===== config.mk =====
export PLATFORM = sky130hd
export DESIGN_NAME = oneshot_timer_bank_core
export DESIGN_NICKNAME = d
export VERILOG_FILES = /design/src/hw/rtl/otb_pkg.sv /design/src/hw/rtl/otb_slot_mem.sv /design/src/hw/rtl/otb_slot_track.sv /design/src/hw/rtl/oneshot_timer_bank_core.sv
export VERILOG_INCLUDE_DIRS = /design/src /design/src/hw/rtl
export SDC_FILE = /design/constraint.sdc
export NUM_CORES = 2
export LEC_CHECK = 0
export BUFFER_PORTS_ARGS = -buffer_cell sky130_fd_sc_hd__clkbuf_2
export CAP_MARGIN = 15
export CELL_PAD_IN_SITES_DETAIL_PLACEMENT = 0
export CELL_PAD_IN_SITES_GLOBAL_PLACEMENT = 1
export CORE_MARGIN = 2
export CORE_UTILIZATION = 30
export CTS_CLUSTER_SIZE = 25
export DETAILED_ROUTE_END_ITERATION = 6
export HOLD_SLACK_MARGIN = 0.08
export MAX_ROUTING_LAYER = met4
export PLACE_DENSITY_LB_ADDON = 0.1
export SLEW_MARGIN = 25
export SYNTH_ARGS = -nofsm -noshare
export SYNTH_HDL_FRONTEND = slang
export SYNTH_HIERARCHICAL = 1
export SYNTH_SLANG_ARGS = --single-unit

===== constraint.sdc =====
create_clock -name clk -period 34.7 [get_ports clk]
set_input_delay 8.675 -clock clk [delete_from_list [all_inputs] [get_ports clk]]
set_output_delay 8.675 -clock clk [all_outputs]
set_load 0.005 [all_outputs]

===== src/hw/rtl/oneshot_timer_bank_core_macros.svh =====
// ============================================================================
// oneshot_timer_bank_core_macros.svh
// Assertion helper macros for the one-shot timer bank.
// ============================================================================
`ifndef ONESHOT_TIMER_BANK_CORE_MACROS_SVH
`define ONESHOT_TIMER_BANK_CORE_MACROS_SVH

`ifndef SYNTHESIS

// same-cycle implication
`define OTB_ASSERT_IMPL(label, clk_s, rst_s, ante, cons, msg) \
    label: assert property (@(posedge clk_s) disable iff (!rst_s) (ante) |-> (cons)) \
        else $error(msg);

// next-cycle implication
`define OTB_ASSERT_NEXT(label, clk_s, rst_s, ante, cons, msg) \
    label: assert property (@(posedge clk_s) disable iff (!rst_s) (ante) |=> (cons)) \
        else $error(msg);

`else

`define OTB_ASSERT_IMPL(label, clk_s, rst_s, ante, cons, msg)
`define OTB_ASSERT_NEXT(label, clk_s, rst_s, ante, cons, msg)

`endif

`endif


===== src/hw/rtl/otb_pkg.sv =====
// ============================================================================
// otb_pkg
// Shared types and constants for the one-shot timer bank.
// ============================================================================
package otb_pkg;

    localparam int SLOT_COUNT_DEF = 16;
    localparam int TICK_WIDTH_DEF = 32;

    localparam int FIELD_W    = 32;
    localparam int IDX_W      = 4;
    localparam int SLOT_MAX_W = 8;
    localparam int CFG_W      = 32;

    localparam logic [CFG_W-1:0] COLLECT_TIMEOUT_RST = 32'd10000;

    typedef enum logic [1:0] {
        OP_SCAN,
        OP_ALLOC,
        OP_ARM,
        OP_RELEASE
    } op_t;

    typedef enum logic [1:0] {
        ST_OK,
        ST_BAD_SLOT,
        ST_BUSY,
        ST_FULL
    } status_t;

    typedef enum logic {
        CFG_COLLECT_ENABLE,
        CFG_COLLECT_TIMEOUT
    } cfg_idx_t;

    // datapath -> slot tracker, applied when go is high
    typedef struct packed {
        logic             go;
        op_t              op;
        logic [IDX_W-1:0] idx;
        logic             visit_free;
    } trk_req_t;

    // slot tracker -> datapath
    typedef struct packed {
        logic                  idx_used;
        logic                  visit_used;
        logic [SLOT_MAX_W-1:0] visit_slot;
        logic                  free_found;
        logic [SLOT_MAX_W-1:0] free_slot;
        logic                  pend_valid;
        logic                  pend_live;
    } trk_stat_t;

endpackage


===== src/hw/rtl/otb_slot_mem.sv =====
// ============================================================================
// otb_slot_mem
// Slot record memory: one write port, one read port, registered read data.
// ============================================================================
module otb_slot_mem
    import otb_pkg::*;
#(
    parameter int DEPTH = SLOT_COUNT_DEF,
    parameter int WIDTH = 1 + 2 * TICK_WIDTH_DEF + FIELD_W
)
(
    input  logic                     clk,
    input  logic                     rd_en,
    input  logic [$clog2(DEPTH)-1:0] rd_addr,
    output logic [WIDTH-1:0]         rd_data,
    input  logic                     wr_en,
    input  logic [$clog2(DEPTH)-1:0] wr_addr,
    input  logic [WIDTH-1:0]         wr_data
);

    logic [WIDTH-1:0] mem [DEPTH];
    logic [WIDTH-1:0] rd_data_reg;

    always_ff @(posedge clk)
    begin
        if (wr_en)
        begin
            mem[wr_addr] <= wr_data;
        end
    end

    always_ff @(posedge clk)
    begin
        if (rd_en)
        begin
            rd_data_reg <= mem[rd_addr];
        end
    end

    assign rd_data = rd_data_reg;

endmodule


===== src/hw/rtl/otb_slot_track.sv =====
// ============================================================================
// otb_slot_track
// Slot occupancy flags, round-robin scan pointer and the pending release.
// ============================================================================
module otb_slot_track
    import otb_pkg::*;
#(
    parameter int SLOT_COUNT = SLOT_COUNT_DEF
)
(
    input  logic      clk,
    input  logic      rst_n,
    input  trk_req_t  req,
    output trk_stat_t stat
);

    localparam int SW = $clog2(SLOT_COUNT);

    logic [SLOT_COUNT-1:0] used_reg, used_next;
    logic [SW-1:0]         ptr_reg, ptr_next;
    logic                  pend_valid_reg, pend_valid_next;
    logic [SW-1:0]         pend_slot_reg, pend_slot_next;

    logic                  idx_in_range;
    logic [SW-1:0]         idx_sw;
    logic                  idx_used;
    logic                  free_found;
    logic [SW-1:0]         free_slot;
    logic [SLOT_COUNT-1:0] used_after;
    logic                  next_found;
    logic [SW-1:0]         next_slot;

    assign idx_in_range = (int'(req.idx) < SLOT_COUNT);
    assign idx_sw       = SW'(req.idx);
    assign idx_used     = idx_in_range && used_reg[idx_sw];

    // lowest free slot
    always_comb
    begin
        free_found = 1'b0;
        free_slot  = '0;
        for (int i = SLOT_COUNT - 1; i >= 0; i--)
        begin
            if (!used_reg[i])
            begin
                free_found = 1'b1;
                free_slot  = SW'(i);
            end
        end
    end

    // occupancy after this scan's collection and pending release
    always_comb
    begin
        used_after = used_reg;
        if (req.visit_free)
        begin
            used_after[ptr_reg] = 1'b0;
        end
        if (pend_valid_reg)
        begin
            used_after[pend_slot_reg] = 1'b0;
        end
    end

    // next used slot after the pointer, wrapping
    always_comb
    begin
        int cw;
        next_found = 1'b0;
        next_slot  = '0;
        for (int k = SLOT_COUNT; k >= 1; k--)
        begin
            cw = int'(ptr_reg) + k;
            if (cw >= SLOT_COUNT)
            begin
                cw = cw - SLOT_COUNT;
            end
            if (used_after[cw])
            begin
                next_found = 1'b1;
                next_slot  = SW'(cw);
            end
        end
    end

    always_comb
    begin
        used_next       = used_reg;
        ptr_next        = ptr_reg;
        pend_valid_next = pend_valid_reg;
        pend_slot_next  = pend_slot_reg;
        if (req.go)
        begin
            case (req.op)
                OP_ALLOC:
                begin
                    if (free_found)
                    begin
                        used_next[free_slot] = 1'b1;
                    end
                end
                OP_RELEASE:
                begin
                    if (idx_used && !pend_valid_reg)
                    begin
                        pend_valid_next = 1'b1;
                        pend_slot_next  = idx_sw;
                    end
                end
                OP_SCAN:
                begin
                    used_next       = used_after;
                    pend_valid_next = 1'b0;
                    if (next_found)
                    begin
                        ptr_next = next_slot;
                    end
                end
                default:
                begin
                end
            endcase
        end
    end

    always_ff @(posedge clk or negedge rst_n)
    begin
        if (!rst_n)
        begin
            used_reg       <= '0;
            ptr_reg        <= '0;
            pend_valid_reg <= 1'b0;
            pend_slot_reg  <= '0;
        end
        else
        begin
            used_reg       <= used_next;
            ptr_reg        <= ptr_next;
            pend_valid_reg <= pend_valid_next;
            pend_slot_reg  <= pend_slot_next;
        end
    end

    assign stat.idx_used   = idx_used;
    assign stat.visit_used = used_reg[ptr_reg];
    assign stat.visit_slot = SLOT_MAX_W'(ptr_reg);
    assign stat.free_found = free_found;
    assign stat.free_slot  = SLOT_MAX_W'(free_slot);
    assign stat.pend_valid = pend_valid_reg;
    assign stat.pend_live  = pend_valid_reg && used_reg[pend_slot_reg];

endmodule


===== src/hw/rtl/oneshot_timer_bank_core.sv =====
// ============================================================================
// oneshot_timer_bank_core
// Bank of one-shot timer slots with round-robin expiry scan.
// ============================================================================
// Usage:
//   Input channel (in_valid / in_stall) carries opcode, now_tick, slot_index,
//   timeout and payload. Opcodes: scan step, allocate, arm, release request.
//   Every item yields exactly one result on the output channel
//   (out_valid / out_stall): status, result_slot, fired, fired_payload,
//   reclaimed.
//   The slot record is read on accept and written back on completion, so a
//   new item is accepted only when the execute stage is empty. A result is
//   registered in the output register once that register can take it.
//   in_stall is high while an item sits in the execute stage.
//   If out_stall holds a result, one more item is accepted and waits in the
//   execute stage with its record already read; nothing is written until its
//   result can be registered.
//   Reset: all slots free, scan pointer 0, no pending release,
//   collect_enable 1, collect_timeout 10000. Slot records need no clearing.
//   Configuration: cfg_we writes cfg_data to register cfg_index
//   (0 collect_enable, 1 collect_timeout); write only while idle.
// ============================================================================
`include "oneshot_timer_bank_core_macros.svh"

module oneshot_timer_bank_core
    import otb_pkg::*;
#(
    parameter int SLOT_COUNT = SLOT_COUNT_DEF,
    parameter int TICK_WIDTH = TICK_WIDTH_DEF
)
(
    input  logic               clk,
    input  logic               rst_n,

    input  logic               in_valid,
    output logic               in_stall,
    input  logic [1:0]         opcode,
    input  logic [FIELD_W-1:0] now_tick,
    input  logic [IDX_W-1:0]   slot_index,
    input  logic [FIELD_W-1:0] timeout,
    input  logic [FIELD_W-1:0] payload,

    output logic               out_valid,
    input  logic               out_stall,
    output logic [1:0]         status,
    output logic [IDX_W-1:0]   result_slot,
    output logic               fired,
    output logic [FIELD_W-1:0] fired_payload,
    output logic               reclaimed,

    input  logic               cfg_we,
    input  logic               cfg_index,
    input  logic [CFG_W-1:0]   cfg_data
);

    localparam int SW    = $clog2(SLOT_COUNT);
    localparam int TW    = TICK_WIDTH;
    localparam int REC_W = 1 + 2 * TW + FIELD_W;

    // config
    logic             collect_enable_reg;
    logic [CFG_W-1:0] collect_timeout_reg;

    // execute stage
    logic               s1_valid_reg, s1_valid_next;
    op_t                s1_op_reg;
    logic [FIELD_W-1:0] s1_now_reg;
    logic [IDX_W-1:0]   s1_idx_reg;
    logic [FIELD_W-1:0] s1_timeout_reg;
    logic [FIELD_W-1:0] s1_payload_reg;

    // output register
    logic               out_valid_reg, out_valid_next;
    status_t            status_reg;
    logic [IDX_W-1:0]   result_slot_reg;
    logic               fired_reg;
    logic [FIELD_W-1:0] fired_payload_reg;
    logic               reclaimed_reg;

    logic in_accept;
    logic s1_done;

    logic [SW-1:0]    rd_addr;
    logic [REC_W-1:0] rd_data;
    logic             mem_we;
    logic             mem_wr_en;
    logic [SW-1:0]    wr_addr;
    logic [REC_W-1:0] wr_data;

    trk_req_t  trk_req;
    trk_stat_t trk_stat;

    logic               rec_armed;
    logic [TW-1:0]      rec_deadline;
    logic [TW-1:0]      rec_reclaim;
    logic [FIELD_W-1:0] rec_payload;
    logic [TW-1:0]      now_t;
    logic [TW-1:0]      arm_deadline;
    logic [TW-1:0]      reclaim_dl;

    status_t            res_status;
    logic [IDX_W-1:0]   res_slot;
    logic               res_fired;
    logic [FIELD_W-1:0] res_fpay;
    logic               res_recl;
    logic               visit_free;

    assign in_accept = in_valid && !s1_valid_reg;
    assign in_stall  = s1_valid_reg;
    assign s1_done   = s1_valid_reg && (!out_valid_reg || !out_stall);

    // config writes
    always_ff @(posedge clk or negedge rst_n)
    begin
        if (!rst_n)
        begin
            collect_enable_reg  <= 1'b1;
            collect_timeout_reg <= COLLECT_TIMEOUT_RST;
        end
        else if (cfg_we)
        begin
            case (cfg_idx_t'(cfg_index))
                CFG_COLLECT_ENABLE:  collect_enable_reg  <= cfg_data[0];
                CFG_COLLECT_TIMEOUT: collect_timeout_reg <= cfg_data;
                default:             collect_enable_reg  <= collect_enable_reg;
            endcase
        end
    end

    // record read address on accept
    assign rd_addr = (op_t'(opcode) == OP_SCAN) ? trk_stat.visit_slot[SW-1:0]
                                                : SW'(slot_index);

    otb_slot_mem #(
        .DEPTH (SLOT_COUNT),
        .WIDTH (REC_W)
    ) u_mem (
        .clk     (clk),
        .rd_en   (in_accept),
        .rd_addr (rd_addr),
        .rd_data (rd_data),
        .wr_en   (mem_wr_en),
        .wr_addr (wr_addr),
        .wr_data (wr_data)
    );

    assign trk_req.go         = s1_done;
    assign trk_req.op         = s1_op_reg;
    assign trk_req.idx        = s1_idx_reg;
    assign trk_req.visit_free = visit_free;

    otb_slot_track #(
        .SLOT_COUNT (SLOT_COUNT)
    ) u_track (
        .clk   (clk),
        .rst_n (rst_n),
        .req   (trk_req),
        .stat  (trk_stat)
    );

    // record layout: armed | deadline | reclaim deadline | payload
    assign rec_armed    = rd_data[REC_W-1];
    assign rec_deadline = rd_data[REC_W-2 -: TW];
    assign rec_reclaim  = rd_data[FIELD_W+TW-1 -: TW];
    assign rec_payload  = rd_data[FIELD_W-1:0];

    assign now_t        = TW'(s1_now_reg);
    assign arm_deadline = now_t + TW'(s1_timeout_reg);
    assign reclaim_dl   = now_t + TW'(collect_timeout_reg);

    always_comb
    begin
        res_status = ST_OK;
        res_slot   = '0;
        res_fired  = 1'b0;
        res_fpay   = '0;
        res_recl   = 1'b0;
        visit_free = 1'b0;
        mem_we     = 1'b0;
        wr_addr    = SW'(s1_idx_reg);
        wr_data    = rd_data;
        case (s1_op_reg)
            OP_ALLOC:
            begin
                if (trk_stat.free_found)
                begin
                    res_slot = IDX_W'(trk_stat.free_slot);
                    mem_we   = 1'b1;
                    wr_addr  = trk_stat.free_slot[SW-1:0];
                    wr_data  = {1'b0, {TW{1'b0}}, reclaim_dl, {FIELD_W{1'b0}}};
                end
                else
                begin
                    res_status = ST_FULL;
                end
            end
            OP_ARM:
            begin
                res_slot = s1_idx_reg;
                if (!trk_stat.idx_used)
                begin
                    res_status = ST_BAD_SLOT;
                end
                else
                begin
                    mem_we  = 1'b1;
                    wr_data = {1'b1, arm_deadline, reclaim_dl, s1_payload_reg};
                end
            end
            OP_RELEASE:
            begin
                res_slot = s1_idx_reg;
                if (!trk_stat.idx_used)
                begin
                    res_status = ST_BAD_SLOT;
                end
                else if (trk_stat.pend_valid)
                begin
                    res_status = ST_BUSY;
                end
            end
            OP_SCAN:
            begin
                res_slot = IDX_W'(trk_stat.visit_slot);
                wr_addr  = trk_stat.visit_slot[SW-1:0];
                if (!trk_stat.visit_used)
                begin
                    res_status = ST_BAD_SLOT;
                end
                else if (rec_armed)
                begin
                    if (now_t >= rec_deadline)
                    begin
                        res_fired = 1'b1;
                        res_fpay  = rec_payload;
                        mem_we    = 1'b1;
                        wr_data   = {1'b0, rec_deadline, rec_reclaim, rec_payload};
                    end
                end
                else if (collect_enable_reg && (rec_reclaim <= now_t))
                begin
                    visit_free = 1'b1;
                end
                res_recl = visit_free || trk_stat.pend_live;
            end
            default:
            begin
            end
        endcase
    end

    assign mem_wr_en = mem_we && s1_done;

    // execute stage
    always_comb
    begin
        s1_valid_next = s1_valid_reg;
        if (in_accept)
        begin
            s1_valid_next = 1'b1;
        end
        else if (s1_done)
        begin
            s1_valid_next = 1'b0;
        end
    end

    always_ff @(posedge clk or negedge rst_n)
    begin
        if (!rst_n)
        begin
            s1_valid_reg <= 1'b0;
        end
        else
        begin
            s1_valid_reg <= s1_valid_next;
        end
    end

    always_ff @(posedge clk)
    begin
        if (in_accept)
        begin
            s1_op_reg      <= op_t'(opcode);
            s1_now_reg     <= now_tick;
            s1_idx_reg     <= slot_index;
            s1_timeout_reg <= timeout;
            s1_payload_reg <= payload;
        end
    end

    // output register
    always_comb
    begin
        out_valid_next = out_valid_reg;
        if (s1_done)
        begin
            out_valid_next = 1'b1;
        end
        else if (!out_stall)
        begin
            out_valid_next = 1'b0;
        end
    end

    always_ff @(posedge clk or negedge rst_n)
    begin
        if (!rst_n)
        begin
            out_valid_reg <= 1'b0;
        end
        else
        begin
            out_valid_reg <= out_valid_next;
        end
    end

    always_ff @(posedge clk)
    begin
        if (s1_done)
        begin
            status_reg        <= res_status;
            result_slot_reg   <= res_slot;
            fired_reg         <= res_fired;
            fired_payload_reg <= res_fpay;
            reclaimed_reg     <= res_recl;
        end
    end

    assign out_valid     = out_valid_reg;
    assign status        = status_reg;
    assign result_slot   = result_slot_reg;
    assign fired         = fired_reg;
    assign fired_payload = fired_payload_reg;
    assign reclaimed     = reclaimed_reg;

    `OTB_ASSERT_NEXT(a_done_loads_out, clk, rst_n, s1_done, out_valid && !in_stall,
        "completed item did not reach the output register")
    `OTB_ASSERT_IMPL(a_fire_ok, clk, rst_n, out_valid && fired, status == ST_OK,
        "fired item carries an error status")
    `OTB_ASSERT_IMPL(a_full_clean, clk, rst_n, out_valid && status == ST_FULL,
        !fired && !reclaimed && result_slot == '0, "failed allocate has side results")
    `OTB_ASSERT_IMPL(a_fpay_only_fired, clk, rst_n, out_valid && fired_payload != '0, fired,
        "fired payload set without a fire")

endmodule

==> results.sh <==
export IMPL_finalSetupViolations=0
export IMPL_p_leak_nw=29.1
export IMPL_place_area_mm2=0.0821
export IMPL_yosysWarningCount=6
export IMPL_overflow=0
export IMPL_synth_area_mm2=0.0767
export IMPL_grt_start_max_net_pins=102
export IMPL_rsz0062_at_grt="no"
export IMPL_tightestPinTransition_ns=1.06
export IMPL_grt_pass1_vias=42329
export IMPL_cp_num_buf_inv=5
export IMPL_finalCriticalPeriod_ns=13.26
export IMPL_synth_nets=4413
export IMPL_hold_violations=0
export IMPL_critPathMaxStageDelay_ns=0.78
export IMPL_path_cells="clkbuf_2, nor2_1, mux2_8, buf_12, buf_4, buf_6, buf_4, mux4_2, a22oi_1, nand2_1"
export IMPL_syn_inst=4131
export IMPL_stdcell_area_mm2=0.0886
export IMPL_cp_required_ns=35.26
export IMPL_cts_clk_slew_worst_paths_ns=0.06
export IMPL_cts_hold_buf=0
export IMPL_dp_cells=7578
export IMPL_fin_worst_hold_slack_ns=0.520
export IMPL_finalNetCount=4704
export IMPL_rrSetupSlack_ns=28.18
export IMPL_end_kind="flip-flop"
export IMPL_startpoint_type="input pin"
export IMPL_startpoint="opcode[1]"
export IMPL_worstSetupPathType="in2reg"
export IMPL_clock_latency_ns=0.84
export IMPL_status="completed"
export IMPL_vias=40819
export IMPL_clockRootBuffer="clkbuf_16"
export IMPL_ctsResizeCount=0
export IMPL_portBuffers=181
export IMPL_io_pins=182
export IMPL_hpwl_mm=133
export IMPL_die_h_um=510
export IMPL_maxCapViolCount=0
export IMPL_grt_usage_pct=18.8
export IMPL_avgRoutedWirePerCell_um=30.0
export IMPL_dieArea_mm2=0.260
export IMPL_cpMostUsedCell="buf_4"
export IMPL_r2r_start="u_track/ptr_reg[3]"
export IMPL_h_tree_depth=4
export IMPL_start_util_pct=30.2
export IMPL_dr_pass1_iters=5
export IMPL_clock_skew_ns=0.0531
export IMPL_reg2regPathDepth=18
export IMPL_slew_headroom_pct=29.2
export IMPL_antenna_found_initial=5
export IMPL_cp_depth=10
export IMPL_core_area_mm2=0.254
export IMPL_grt_pass1_wl_mm=335
export IMPL_crit_fanout=83
export IMPL_cp_top_family="buffers and inverters"
export IMPL_cts_tree="built"
export IMPL_syn_area_per_cell_um2=18.6
export IMPL_area_growth_syn_to_layout_pct=15.5
export IMPL_wl_mm=238
export IMPL_hold_class="reg2reg"
export IMPL_setup_tns_ns=0
export IMPL_ir_worst_vdd_uv=50.7
export IMPL_fmax_ghz=0.0754
export IMPL_via_per_inst=5.13
export IMPL_clockBufferDepth=3
export IMPL_drive_gt1_share_pct=24.6
export IMPL_gp_congestion=0.803
export IMPL_rows=185
export IMPL_r2r_end="u_track/ptr_reg[1]"
export IMPL_endpoint="u_mem/rd_data[1]"
export IMPL_cts_setup_buffers=0
export IMPL_clkSinkCount=1851
export IMPL_critPathSlowestCell="mux2_8"
export IMPL_p_per_area_mw_per_mm2=78.2
export IMPL_cts_buffers=208
export IMPL_ant_nets=0
export IMPL_finalNonFillerCells=7952
export IMPL_drcViolationCount=0
export IMPL_maxSlewViolCount=0
export IMPL_period_share_pct=38.2
export IMPL_largest_register_ffs=1552
export IMPL_die_w_um=510
export IMPL_drt_iter0_drc=3440
export IMPL_worstPathArrival_ns=13.82
export IMPL_power_total_mw=6.93
==> power breakdown <==
part | switching [mW] | internal [mW]
sequential | 0.121 | 2.88
combinational | 1.22 | 0.614
clock | 0.912 | 1.18
==> layer usage <==
layer	global-route usage [%]	vias up	wire (um)
li1	-	17581	-
met1	26.0	21966	110000
met2	29.7	972	114000
met3	2.37	300	9070
met4	3.89	0	4430
met5	-	-	0
==> how the worst min path moves through the flow <==
stage | startpoint | to | slack, ns | cells past startpoint
final | collect_timeout_reg[2] | collect_timeout_reg[2] | 0.52 | 1
after CTS | collect_timeout_reg[25] | collect_timeout_reg[25] | 0.52 | 1
after global routing | collect_timeout_reg[2] | collect_timeout_reg[2] | 0.55 | 1
after global placement | collect_timeout_reg[2] | collect_timeout_reg[2] | 0.51 | 1
after detailed placement | collect_timeout_reg[25] | collect_timeout_reg[25] | 0.51 | 1
after floorplan | collect_timeout_reg[0] | collect_timeout_reg[0] | 0.49 | 1
==> layout make-up <==
cell class                      count  area, um2
Multi-Input combinational cell   1966      20500
Antenna cell                        2       5.00
Tap cell                         3366       4210
Fill cell                       24095     166000
Sequential cell                  1851      55300
Timing Repair Buffer              295       1860
Clock inverter                    106        921
Clock buffer                      266       5490
Inverter                          100        375
==> cell usage in the layout, fill, tap and decap left out, types with 22 or more instances in the layout <==
cell type and count:
a21o_1 40, a21oi_1 119, a22o_1 33, a22oi_1 199
and2_1 36, buf_4 102, clkbuf_1 55, clkbuf_16 211
clkbuf_2 180, clkinv_1 46, clkinv_2 28, dfrtp_1 54
edfxtp_1 1791, ha_1 140, inv_1 98, mux2_2 42
mux4_2 413, nand2_1 209, nand2b_1 22, nand3_1 37
nand4_1 35, nor2_1 104, nor3_1 23, o211ai_1 39
o21ai_0 82, xnor2_1 40, xor2_1 24
==> metrics by stage <==
stage,setup slack [ns],util (%)
after floorplan,14.54,-
after global placement,20.04,32.2
after detailed placement,20.04,32.3
after CTS,20.95,34.8
after global routing,20.85,34.9
final,21.44,34.9
==> worst register-to-register path, cell delays in order, from the launching register on <==
cell	delay [ns]
dfrtp_1	0.32
buf_4	0.25
clkinv_1	0.48
mux4_2	0.58
nand4b_1	0.39
nor4_1	0.71
o2111ai_1	0.24
o41ai_2	0.09
buf_4	0.32
nand3_1	0.15
o211ai_1	0.34
mux2i_1	0.38
mux4_2	0.62
mux2i_2	0.41
nand2_2	0.17
nor3_2	0.33
a31oi_1	0.28
mux2i_1	0.18
a211oi_1	0.19
Note: power is estimated with default switching activity, not from simulation.
